--- src/rtl/apd_pkg.sv ---
// Shared types and constants of the access pattern detector
`default_nettype none
package apd_pkg;
    localparam int SESSIONS    = 8;
    localparam int HISTORY     = 16;
    localparam int MAX_PREDICT = 16;
    localparam int SW = $clog2(SESSIONS);
    localparam int HW = $clog2(HISTORY);
    localparam int CW = $clog2(HISTORY + 1);
    localparam int PW = $clog2(MAX_PREDICT + 1);
    localparam int MW = (PW > CW) ? PW : CW;
    localparam int AW = SW + HW;

    localparam logic [1:0] FUNC_RECORD  = 2'd0;
    localparam logic [1:0] FUNC_PREDICT = 2'd1;
    localparam logic [1:0] FUNC_RESET   = 2'd2;

    localparam logic [1:0] PAT_RANDOM   = 2'd0;
    localparam logic [1:0] PAT_SEQ      = 2'd1;
    localparam logic [1:0] PAT_STRIDE   = 2'd2;
    localparam logic [1:0] PAT_TEMPORAL = 2'd3;

    localparam logic [1:0] REG_WINDOW = 2'd0;
    localparam logic [1:0] REG_MINLEN = 2'd1;
    localparam logic [1:0] REG_RECENT = 2'd2;

    typedef enum logic [3:0] {
        ST_IDLE, ST_SCAN, ST_SCAN_W, ST_OUTER, ST_OUTER_W, ST_INNER, ST_INNER_W,
        ST_DECIDE, ST_TEMP, ST_TEMP_W, ST_EMIT, ST_EMIT_W
    } t_state;

    // Controller to datapath commands
    typedef struct packed {
        logic load;       // latch the item
        logic do_record;  // write one entry and update the slot
        logic do_clear;   // clear the slot
        logic rd_req;     // issue a memory read at rd_k
        logic rd_inner;   // read address comes from the inner index
        logic clr_run;    // restart counters for a pass
        logic seq_acc;    // fold read data into sequential/step scan
        logic outer_acc;  // latch outer step candidate
        logic inner_acc;  // fold inner compare
        logic outer_end;  // settle best after an inner pass
        logic temp_acc;   // count one recent entry
        logic emit;       // drive one result beat
        logic adv;        // advance scan index
        logic adv_outer;  // settle the pattern and set up the emit pass
    } t_cmd;

    // Datapath to controller status
    typedef struct packed {
        logic too_short;
        logic scan_done;
        logic outer_done;
        logic inner_done;
        logic seq_hit;
        logic stride_hit;
        logic temp_hit;
        logic emit_done;
    } t_sts;
endpackage
`default_nettype wire

--- src/rtl/apd_ctrl.sv ---
// Controller: sequences record, clear and predict passes
`default_nettype none
module apd_ctrl import apd_pkg::*; (
    input  wire logic       i_clk,
    input  wire logic       i_rst_n,
    input  wire logic       i_start,
    input  wire logic [1:0] i_func,
    input  wire logic [2:0] i_session_index,
    input  wire logic [4:0] i_predict_count,
    input  wire t_sts       i_sts,
    output t_cmd            o_cmd,
    output logic            o_busy
);
    t_state r_st, n_st;
    logic r_rec, r_clr, r_pred;
    logic go;
    assign go = i_start && !o_busy && (32'(i_session_index) < 32'(SESSIONS));
    assign o_busy = (r_st != ST_IDLE) || r_rec || r_clr || r_pred;

    // latch accepted function for one cycle
    always_ff @(posedge i_clk) begin
        if (!i_rst_n) begin
            r_rec <= 1'b0; r_clr <= 1'b0; r_pred <= 1'b0; r_st <= ST_IDLE;
        end else begin
            r_rec  <= go && i_func == FUNC_RECORD;
            r_clr  <= go && i_func == FUNC_RESET;
            r_pred <= go && i_func == FUNC_PREDICT && i_predict_count != 5'd0;
            r_st   <= n_st;
        end
    end

    // next state
    always_comb begin
        n_st = r_st;
        unique case (r_st)
            ST_IDLE:    if (r_pred && !i_sts.too_short) n_st = ST_SCAN;
            ST_SCAN:    n_st = ST_SCAN_W;
            ST_SCAN_W:  n_st = i_sts.scan_done ? ST_OUTER : ST_SCAN;
            ST_OUTER:   n_st = ST_OUTER_W;
            ST_OUTER_W: n_st = ST_INNER;
            ST_INNER:   n_st = ST_INNER_W;
            ST_INNER_W: n_st = i_sts.inner_done ? ST_DECIDE : ST_INNER;
            ST_DECIDE:  n_st = i_sts.outer_done ? ST_TEMP : ST_OUTER;
            ST_TEMP:    n_st = ST_TEMP_W;
            ST_TEMP_W:  if (!i_sts.scan_done) n_st = ST_TEMP;
                        else if (i_sts.seq_hit || i_sts.stride_hit || i_sts.temp_hit)
                            n_st = ST_EMIT;
                        else n_st = ST_IDLE;
            ST_EMIT:    n_st = ST_EMIT_W;
            ST_EMIT_W:  n_st = i_sts.emit_done ? ST_IDLE : ST_EMIT;
            default:    n_st = ST_IDLE;
        endcase
    end

    // outputs
    always_comb begin
        o_cmd = '0;
        o_cmd.load = go;
        o_cmd.do_record = r_rec;
        o_cmd.do_clear = r_clr;
        unique case (r_st)
            ST_IDLE:    o_cmd.clr_run = r_pred;
            ST_SCAN:    o_cmd.rd_req = 1'b1;
            ST_SCAN_W:  begin
                o_cmd.seq_acc = 1'b1;
                o_cmd.adv = !i_sts.scan_done;
                o_cmd.clr_run = i_sts.scan_done;
            end
            ST_OUTER:   o_cmd.rd_req = 1'b1;
            ST_OUTER_W: o_cmd.outer_acc = 1'b1;
            ST_INNER:   begin
                o_cmd.rd_req = 1'b1;
                o_cmd.rd_inner = 1'b1;
            end
            ST_INNER_W: o_cmd.inner_acc = 1'b1;
            ST_DECIDE:  begin
                o_cmd.outer_end = 1'b1;
                o_cmd.adv = !i_sts.outer_done;
                o_cmd.clr_run = i_sts.outer_done;
            end
            ST_TEMP:    o_cmd.rd_req = 1'b1;
            ST_TEMP_W:  begin
                o_cmd.temp_acc = 1'b1;
                o_cmd.adv = 1'b1;
                o_cmd.adv_outer = i_sts.scan_done;
            end
            ST_EMIT:    o_cmd.rd_req = 1'b1;
            ST_EMIT_W:  o_cmd.emit = 1'b1;
            default: ;
        endcase
    end
endmodule
`default_nettype wire

--- config.mk ---
export PLATFORM = sky130hd
export DESIGN_NAME = apd_ctrl
export DESIGN_NICKNAME = d
export VERILOG_FILES = /design/src/rtl/apd_pkg.sv /design/src/rtl/apd_ctrl.sv
export SDC_FILE = /design/constraint.sdc
export NUM_CORES = 1
export LEC_CHECK = 0
export BUFFER_PORTS_ARGS = -buffer_cell sky130_fd_sc_hd__buf_2
export CORE_UTILIZATION = 35
export DETAILED_ROUTE_END_ITERATION = 7
export PLACE_DENSITY = 0.81
export SLEW_MARGIN = 0
export SYNTH_ARGS = -nofsm -noshare
export SYNTH_HDL_FRONTEND = slang
export SYNTH_SLANG_ARGS = --single-unit
--- constraint.sdc ---
create_clock -name i_clk -period 1.5 [get_ports i_clk]
set_input_delay 0.075 -clock i_clk [delete_from_list [all_inputs] [get_ports i_clk]]
set_output_delay 0.075 -clock i_clk [all_outputs]
set_load 0.02 [all_outputs]
Word-level counts from Yosys, hierarchy flattened. Cells that the tools add are included.

Equal/unequal tests: 14. Reduce and logical (&&, ||, !) cells: 20. Mux-type cells: 19.

Operators with widths (count): case mux 4 bit (12 select lines) (1); two-way mux 4 bit (5); == test 4 x 3 -> 1 bit (second input constant) (4); == test 4 bit (second input constant) (4); two-way mux 1 bit (9); == test 4 x 2 -> 1 bit (second input constant) (2); logical AND 1 bit (6); case mux 1 bit (3 select lines) (2); logical OR 1 bit (5); nonzero test 5 bit (1); OR reduction 5 bit (1); == test 4 x 1 -> 1 bit (second input constant) (1); logical NOT 1 bit (4); logical NOT 4 bit (1); two-way mux 2 bit (2); nonzero test 4 bit (1); == test 2 x 1 -> 1 bit (second input constant) (1); == test 2 bit (second input constant) (1); logical NOT 2 bit (1); != test 2 bit (second input constant) (1).

Output and inout port bits: 15. Register bits after elaboration: 7. Word-level logic and storage cells: 57.

Longest topological paths before layout. Gate-level depths: netlist of run 1.

Depth in word-level cells: 8. Mapped depth: 5. Depth with buffers taken out: 4.

Worst setup path after synthesis of run 1. Ideal clock, no wire load.

Path type: reg2out. From: reg r_st[3]. To: out o_cmd[8] (netlist name). Setup slack: -397 ps. Arrival: 1822 ps. Stages on the path, launching flop included: 5. Data required time: 1425 ps. Path buffers: 1. Cell sequence: dfxtp_1 clkbuf_1 nor4_1 a22oi_1 o21ai_0.

RTL lines: start: declaration (line apd_ctrl.sv:14) `t_state r_st, n_st;`; start signal: assignment (line apd_ctrl.sv:28) `r_st <= n_st;`; end: declaration (line apd_ctrl.sv:11) `output t_cmd o_cmd,`.

==> results of run 1 <==
## synth_stat cells, drive strengths merged (3+ instances only)
cell type / count
inv: 3
nand2b: 4
nand2: 5
buf: 5
nor3b: 4
nor3: 3
dfxtp: 7
o21ai: 4
nor2: 6
nand3b: 3
a21oi: 3
## cells by family (layout without fill, tap and decap cells)
kind of cell	count (synthesis)	after routing	synth area share
XOR/XNOR	1	1	0.0167
AND/OR/NAND/NOR	36	36	0.459
flip-flops	7	7	0.268
buffers and inverters	10	53	0.110
AO/OA/AOI/OAI	12	12	0.146
## worst max-delay path by stage
stage                      endpoint  cells after the start
after floorplan            o_cmd[8]                      4
after global placement       r_pred                      4
after detailed placement     r_pred                      4
after CTS                 o_cmd[13]                      4
after global routing      o_cmd[13]                      4
final                     o_cmd[13]                      4
## layer usage
metal,up-vias,part of all wire,wire length (µm),global-route usage
li1,320,-,-,-
met1,292,0.38,594,0.178
met2,33,0.54,846,0.369
met3,2,0.068,106,0.0272
met4,0,0.0064,10,0.0750
met5,-,0,0,0
## power breakdown
part           switching, µW  internal, µW
combinational           42.7          47.0
clock                   65.7           101
sequential              2.81           189
## layout make-up
type | count | area (µm²) | share of cell area
multi-input cells | 49 | 397 | 0.446
repair buffers | 46 | 292 | 0.328
inverters | 3 | 11.3 | 0.0127
clock buffers | 4 | 26.3 | 0.0296
flip-flops and latches | 7 | 144 | 0.162
well taps | 15 | 18.8 | 0.0211
## critical path, cell delays in order (launching register included)
cell	delay (ns)
dfxtp_2	0.32
or4_4	0.55
nor4_4	0.19
and2_2	0.18
buf_4	0.13
## flip-flops by register name, summed over array words and instances, names as in the netlist
name and flops:
r_pred 1, r_st 4, r_rec 1, r_clr 1
## cell usage in the layout, fill, tap and decap left out, drive strengths merged, types with 3 or more instances in the layout
cell    count
buf        46
nand2b      4
dfxtp       7
nor2        6
a21oi       3
nor3b       4
nand3b      3
nor3        3
o21ai       4
clkbuf      4
nand2       5
inv         3
## metrics by stage
stage	cells	hold WS [ns]	setup WS, ns	total power (µW)	util
5_1_grt	124	0.0318	-0.263	470	0.658
6_report	124	0.0310	-0.191	449	0.658
2_1_floorplan	66	0.146	-0.0969	235	-
4_1_cts	118	0.0242	-0.221	458	0.610
3_3_place_gp	110	0.268	0.0170	265	0.520
3_5_place_dp	110	0.283	-0.0781	268	0.520
## repair_timing
action,CTS,global route
setup buffers,4,4
endpoints found under the setup margin,7,12
pin swaps,4,6
resized for setup,15,9
gates cloned,0,2
==> flow_summary.yaml, run 1 <==
place:
  io_buffers: 32
  gp_congestion: 0.691
  hpwl_um: 1000
  dpl-instance-area_um2: 702
cts:
  clock-sinks: 7
  cts_tree: "yes"
  path_clk_slew_ns: 0.05
  clock_path_buffers: 2
  cts_max_level: 1
  cts_root_buf: "clkbuf_4"
  clk_latency_ns: 0.25
  cts_buffers: 3
  holdBufCountCts: 0
synth:
  synth-seq-cells: 7
  synthFlopType: "dfxtp_1"
  synthArstFlopShare: 0
  ys_warn_count: 0
  syn_area_um2: 523
  synth_area_leader_cell: "dfxtp_1"
  synth_top_cell_area_share: 0.268
  avgSynthCellArea_um2: 7.92
  synth-edff-count: 0
  seq_area_frac_synth: 0.268
  yosys.cell_types.count: 31
  syn-num-nets: 87
  synthTopCellsByArea: "dfxtp_1 27%, nor3b_1 5.7%, nand2b_1 4.8%"
  synthCells: 66
hold_path:
  hold_path_startpoint: "i_func[1]"
  hold_depth: 2
  holdPathEnd: "r_rec"
  hp-class: "input pin to flip-flop"
global_route:
  grt_pass1_wl_um: 1990
  antenna_found_initial: 0
  grt_pass1_vias: 521
  globalRoute.totalOverflow: 0
  grt_start_max_net_pins: 15
  track_usage: 0.182
worst_setup_path:
  cp_max_fo: 3
  cp.required_ns: 1.42
  rr_startpoint: "r_st[0]"
  r2r_cells: 5
  endpoint_kind: "output port"
  r2r_slack_ns: -0.16
  worstSetupStartpoint: "r_st[0]"
  worstSetupPathType: "flip-flop to output port"
  crit_path_start_kind: "flip-flop"
  worstReg2RegEnd: "r_pred"
  worst_ep_arrival_time_ns: 1.62
cells_and_area:
  nets: 131
  syn2layout_area_growth_pct: 69.9
  drive_gt1_frac: 0.606
  antenna_cells: 0
  fin_area_um2: 888
  nFillCells: 129
drt:
  route.detailed.drc: 0
  viasPerCell: 5.22
  vias: 647
  drt-pass1-iter-count: 4
  drtAntennaViolNets: 0
  drt-total-wl_um: 1560
  wl_per_cell_um: 12.6
  first_iter_violations: 6
floorplan:
  start_util: 0.387
  die_h_um: 40.7
  dieWidth_um: 40.7
  fp.coreArea_um2: 1350
  die-area_um2: 1650
  num_rows: 13
  io-pin-count: 36
timing:
  slew_viol_final: 0
  max_freq_ghz: 0.591
  tightest_slew_ns: 0.283
  setup_viol: 5
  hold_viol_final: 0
  setup_ws_ns: -0.191
  rsz0062_at_grt: "true"
  timing.final.crit_period_ns: 1.69
  tns_ns: -0.603
  maxSlewHeadroom: 0.811
  finalClockSkew_ns: 0.000402
  timing.final.crit_share: 1.13
status:
  status: "finished with violations"
  violations: "negative setup slack"
power_and_ir_drop:
  pwr_density_cell_nw_per_um2: 505
  power_leakage_uw: 0.000404
  ir_drop_mv: 0.481
job:
  drv_cap: 0
(Power assumes the default switching activity.)
==> inputs of run 2 (changes only) <==
--- a/config.mk
+++ b/config.mk
@@ -6,6 +6,7 @@
 export NUM_CORES = 1
 export LEC_CHECK = 0
 export BUFFER_PORTS_ARGS = -buffer_cell sky130_fd_sc_hd__buf_2
+export CORE_MARGIN = 5
 export CORE_UTILIZATION = 35
 export DETAILED_ROUTE_END_ITERATION = 7
 export PLACE_DENSITY = 0.81
==> constraint.sdc (replaced) <==
create_clock -name i_clk -period 1.5 [get_ports i_clk]
set_input_delay 0.15 -clock i_clk [delete_from_list [all_inputs] [get_ports i_clk]]
set_output_delay 0.15 -clock i_clk [all_outputs]
set_load 0.02 [all_outputs]
==> flow_summary.yaml, run 2 (same netlist as run 1, synthesis figures left out) <==
worst_setup_path:
  path_common_cell: "buf_6"
  cp_max_fo: 2
  r2r_slack_ns: -0.16
  path_cells: "or4_4 > buf_4 > buf_6 > o21ai_2 > buf_6"
  cp.required_ns: 1.35
  cp.depth: 5
  cp_top_family: "simple AND/OR/NAND/NOR gates"
  critPathMaxStageDelay_ns: 0.55
  crit_path_start_kind: "flip-flop"
  worst_ep_arrival_time_ns: 1.63
  critPathSlowestCell: "or4_4"
  crit_buf_inv: 3
  endpoint_kind: "output port"
  worstSetupPathType: "flip-flop to output port"
  r2r_cells: 5
drt:
  drt-pass1-iter-count: 3
  vias: 639
  drtAntennaViolNets: 0
  viasPerCell: 4.99
  first_iter_violations: 3
  drt-total-wl_um: 1710
  route.detailed.drc: 0
  wl_per_cell_um: 13.3
cells_and_area:
  post-route-util: 0.661
  final_common_cell: "buf_2"
  final_cell_mix: "25 x buf_2, 15 x buf_4, 9 x buf_6"
  syn2layout_area_growth_pct: 83.7
  nets: 134
  nFillCells: 126
  largest_reg_flops: 4
  regMostFlops: "r_st"
  drive_gt1_frac: 0.643
  antenna_cells: 0
  fin_area_um2: 961
cts:
  cts_tree: "yes"
  path_clk_slew_ns: 0.06
  cts_max_level: 1
  clk_latency_ns: 0.25
  clock_path_buffers: 2
  holdBufCountCts: 0
  clock-sinks: 7
  cts_buffers: 3
  cts_root_buf: "clkbuf_4"
global_route:
  grt_pass1_vias: 693
  grt_pass1_wl_um: 2840
  grt_start_max_net_pins: 15
  globalRoute.totalOverflow: 0
  track_usage: 0.141
  antenna_found_initial: 0
hold_path:
  hp-class: "input pin to flip-flop"
  hold_depth: 2
floorplan:
  die-area_um2: 2370
  dieWidth_um: 48.7
  start_util: 0.360
  io-pin-count: 36
  die_h_um: 48.7
  num_rows: 14
  fp.coreArea_um2: 1450
place:
  gp_congestion: 0.837
  dp_slack_ns: -0.0914
  dpl-instance-area_um2: 734
  io_buffers: 32
  hpwl_um: 1170
timing:
  hold_viol_final: 0
  setup_ws_ns: -0.279
  slew_viol_final: 0
  timing.final.crit_period_ns: 1.78
  rsz0062_at_grt: "true"
  tns_ns: -1.45
  timing.final.crit_share: 1.19
  max_freq_ghz: 0.562
  finalClockSkew_ns: 0.00800
  setup_viol: 10
  maxSlewHeadroom: 0.813
  tightest_slew_ns: 0.278
power_and_ir_drop:
  fin_total_pwr_uw: 460
  power_leakage_uw: 0.000427
  ir_drop_mv: 0.469
  pwr_density_cell_nw_per_um2: 479
status:
  violations: "negative setup slack"
  status: "finished with violations"
job:
  drv_cap: 0
run 2: timing repair:
action	CTS	global route
endpoints found under the setup margin	10	15
pin swaps	6	7
cloned	0	0
setup buffers	6	4
gates resized for setup	18	16
run 2: area by class of cell:
cell class,instances,area [µm²],area share
multi-input cells,49,420,0.437
inverters,3,11.3,0.0117
repair buffers,49,339,0.353
flip-flops and latches,7,144,0.150
clock buffers,4,26.3,0.0273
well taps,16,20.0,0.0208
run 2: final timing paths:
kind,from,end
max,r_st[0],o_cmd[8]
max reg2reg,r_st[0],r_pred
min reg2reg,r_st[3],r_st[2]
min,i_func[0],r_rec
run 2: report_power, final:
part / internal (µW) / switching (µW)
clock network: 101 / 68.0
registers: 189 / 2.77
logic: 53.3 / 45.6
total: 344 / 116
run 2: layer usage:
metal  up-vias  global-route usage  part of all wire
met4         0              0.0135                 0
met2        29               0.272              0.53
met5         -                   0                 0
li1        325                   -                 -
met1       285               0.146              0.37
met3         0              0.0552             0.097
run 2: per-stage QoR:
step	cells	hold slack, ns
floorplan	66	0.221
global placement	114	0.342
finish	128	0.109
CTS	124	0.108
detailed placement	114	0.352
global route	128	0.121
==> inputs of run 3 (changes only) <==
--- a/config.mk
+++ b/config.mk
@@ -6,10 +6,11 @@
 export NUM_CORES = 1
 export LEC_CHECK = 0
 export BUFFER_PORTS_ARGS = -buffer_cell sky130_fd_sc_hd__buf_2
-export CORE_MARGIN = 5
-export CORE_UTILIZATION = 35
+export CAP_MARGIN = 20
+export CORE_AREA = 5 5 42 44
 export DETAILED_ROUTE_END_ITERATION = 7
-export PLACE_DENSITY = 0.81
+export DIE_AREA = 0 0 47 49
+export PLACE_DENSITY = 0.86
 export SLEW_MARGIN = 0
 export SYNTH_ARGS = -nofsm -noshare
 export SYNTH_HDL_FRONTEND = slang
==> constraint.sdc (replaced) <==
create_clock -name i_clk -period 2.1 [get_ports i_clk]
set_input_delay 0.21 -clock i_clk [delete_from_list [all_inputs] [get_ports i_clk]]
set_output_delay 0.21 -clock i_clk [all_outputs]
set_load 0.02 [all_outputs]
==> flow_summary.yaml, run 3 (same netlist as run 1, synthesis figures left out) <==
job:
  drv_cap: 0
cells_and_area:
  nets: 118
  regMostFlops: "r_st"
  final_cell_mix: "32 x buf_2, 6 x nor2_1, 6 x dfxtp_1"
  drive_gt1_frac: 0.458
  syn2layout_area_growth_pct: 34.4
  largest_reg_flops: 4
  final_common_cell: "buf_2"
  nFillCells: 163
  fin_area_um2: 703
  antenna_cells: 0
place:
  hpwl_um: 1110
  gp_congestion: 0.883
  dpl-instance-area_um2: 664
  io_buffers: 32
  dp_slack_ns: 0.332
global_route:
  grt_pass1_wl_um: 2060
  antenna_found_initial: 0
  grt_pass1_vias: 543
  grt_start_max_net_pins: 15
  globalRoute.totalOverflow: 0
  track_usage: 0.115
timing:
  tns_ns: 0
  hold_viol_final: 0
  slew_viol_final: 0
  setup_ws_ns: 0.130
  max_freq_ghz: 0.508
  finalClockSkew_ns: 0.00209
  setup_viol: 0
  tightest_slew_ns: 0.395
  rsz0062_at_grt: "false"
  maxSlewHeadroom: 0.736
  timing.final.crit_share: 0.938
  timing.final.crit_period_ns: 1.97
drt:
  drt-pass1-iter-count: 4
  wl_per_cell_um: 11.6
  route.detailed.drc: 0
  drtAntennaViolNets: 0
  viasPerCell: 5.24
  vias: 587
  first_iter_violations: 6
  drt-total-wl_um: 1300
cts:
  path_clk_slew_ns: 0.05
  clock-sinks: 7
  clk_latency_ns: 0.24
  cts_root_buf: "clkbuf_4"
  cts_buffers: 3
  clock_path_buffers: 2
  cts_tree: "yes"
  cts_max_level: 1
worst_setup_path:
  worst_ep_arrival_time_ns: 1.76
  worstSetupStartpoint: "r_st[3]"
  cp_top_family: "simple AND/OR/NAND/NOR gates"
  rr_startpoint: "r_st[3]"
  endpoint_kind: "output port"
  cp.required_ns: 1.89
  worstSetupPathType: "flip-flop to output port"
  cp_max_fo: 12
  critPathSlowestCell: "or4_4"
  crit_buf_inv: 1
  critPathMaxStageDelay_ns: 0.56
  crit_path_start_kind: "flip-flop"
  path_cells: "or4_4 > nor4_4 > and2_2 > buf_2"
hold_path:
  hp-class: "input pin to flip-flop"
  hold_path_startpoint: "i_func[0]"
power_and_ir_drop:
  ir_drop_mv: 0.370
  power_leakage_uw: 0.000319
  pwr_density_cell_nw_per_um2: 435
floorplan:
  num_rows: 14
  dieWidth_um: 47
  die_h_um: 49
  die-area_um2: 2300
  start_util: 0.373
  io-pin-count: 36
  fp.coreArea_um2: 1400
status:
  status: "finished, final reports clean"
[run 3: cell count changes in the layout (fill, tap and decap cells not counted), sizes merged]
| cell | delta |
|---|---|
| buf | -16 |
[run 3: path summary, 6_finish.rpt]
kind | to | depth (start not counted) | slack [ns]
max | o_cmd[13] | 4 | 0.13
min | r_clr | 2 | 0.15
max reg2reg | r_pred | 4 | 0.44
min reg2reg | r_st[2] | 1 | 0.56
[run 3: layout make-up]
cell class | instances | area [µm²] | area share
clock buffers | 4 | 26.3 | 0.0374
flip-flops and latches | 7 | 141 | 0.201
well taps | 16 | 20.0 | 0.0285
repair buffers | 33 | 168 | 0.238
multi-input cells | 49 | 337 | 0.479
inverters | 3 | 11.3 | 0.0160
[run 3: worst reg2reg max path: cells and delay by family, from the launching register on]
family / cells / cell delay [ns]
and+or+nand+nor: 4 / 1.19
DFF: 1 / 0.38
[run 3: metal layers]
metal | track usage | wire [µm] | vias to the layer above
met5 | 0 | 0 | -
met4 | 0.0138 | 0 | 0
met3 | 0.0369 | 164 | 0
met2 | 0.201 | 653 | 29
met1 | 0.135 | 479 | 261
li1 | - | - | 297
[run 3: what timing repair did]
action | in CTS | in global routing
setup buffers | 0 | 0
hold buffers | 0 | 0
gates resized for setup | 0 | 3
endpoints found under the setup margin | 0 | 3
[run 3: per-stage QoR]
| step | hold WS, ns | std cells | util | total power (µW) |
|---|---|---|---|---|
| 2_1_floorplan | 0.281 | 66 | - | 168 |
| 4_1_cts | 0.148 | 112 | 0.493 | 310 |
| 3_5_place_dp | 0.408 | 108 | 0.474 | 191 |
| 5_1_grt | 0.140 | 112 | 0.502 | 324 |
| 6_report | 0.154 | 112 | 0.502 | 306 |
| 3_3_place_gp | 0.400 | 108 | 0.474 | 189 |
[run 3: where the power goes]
group          total, µW  internal (µW)  switching (µW)
Sequential           137            135            1.87
Combinational       51.2           25.4            25.8
Clock                118           72.3            45.6
Total                306            233            73.3
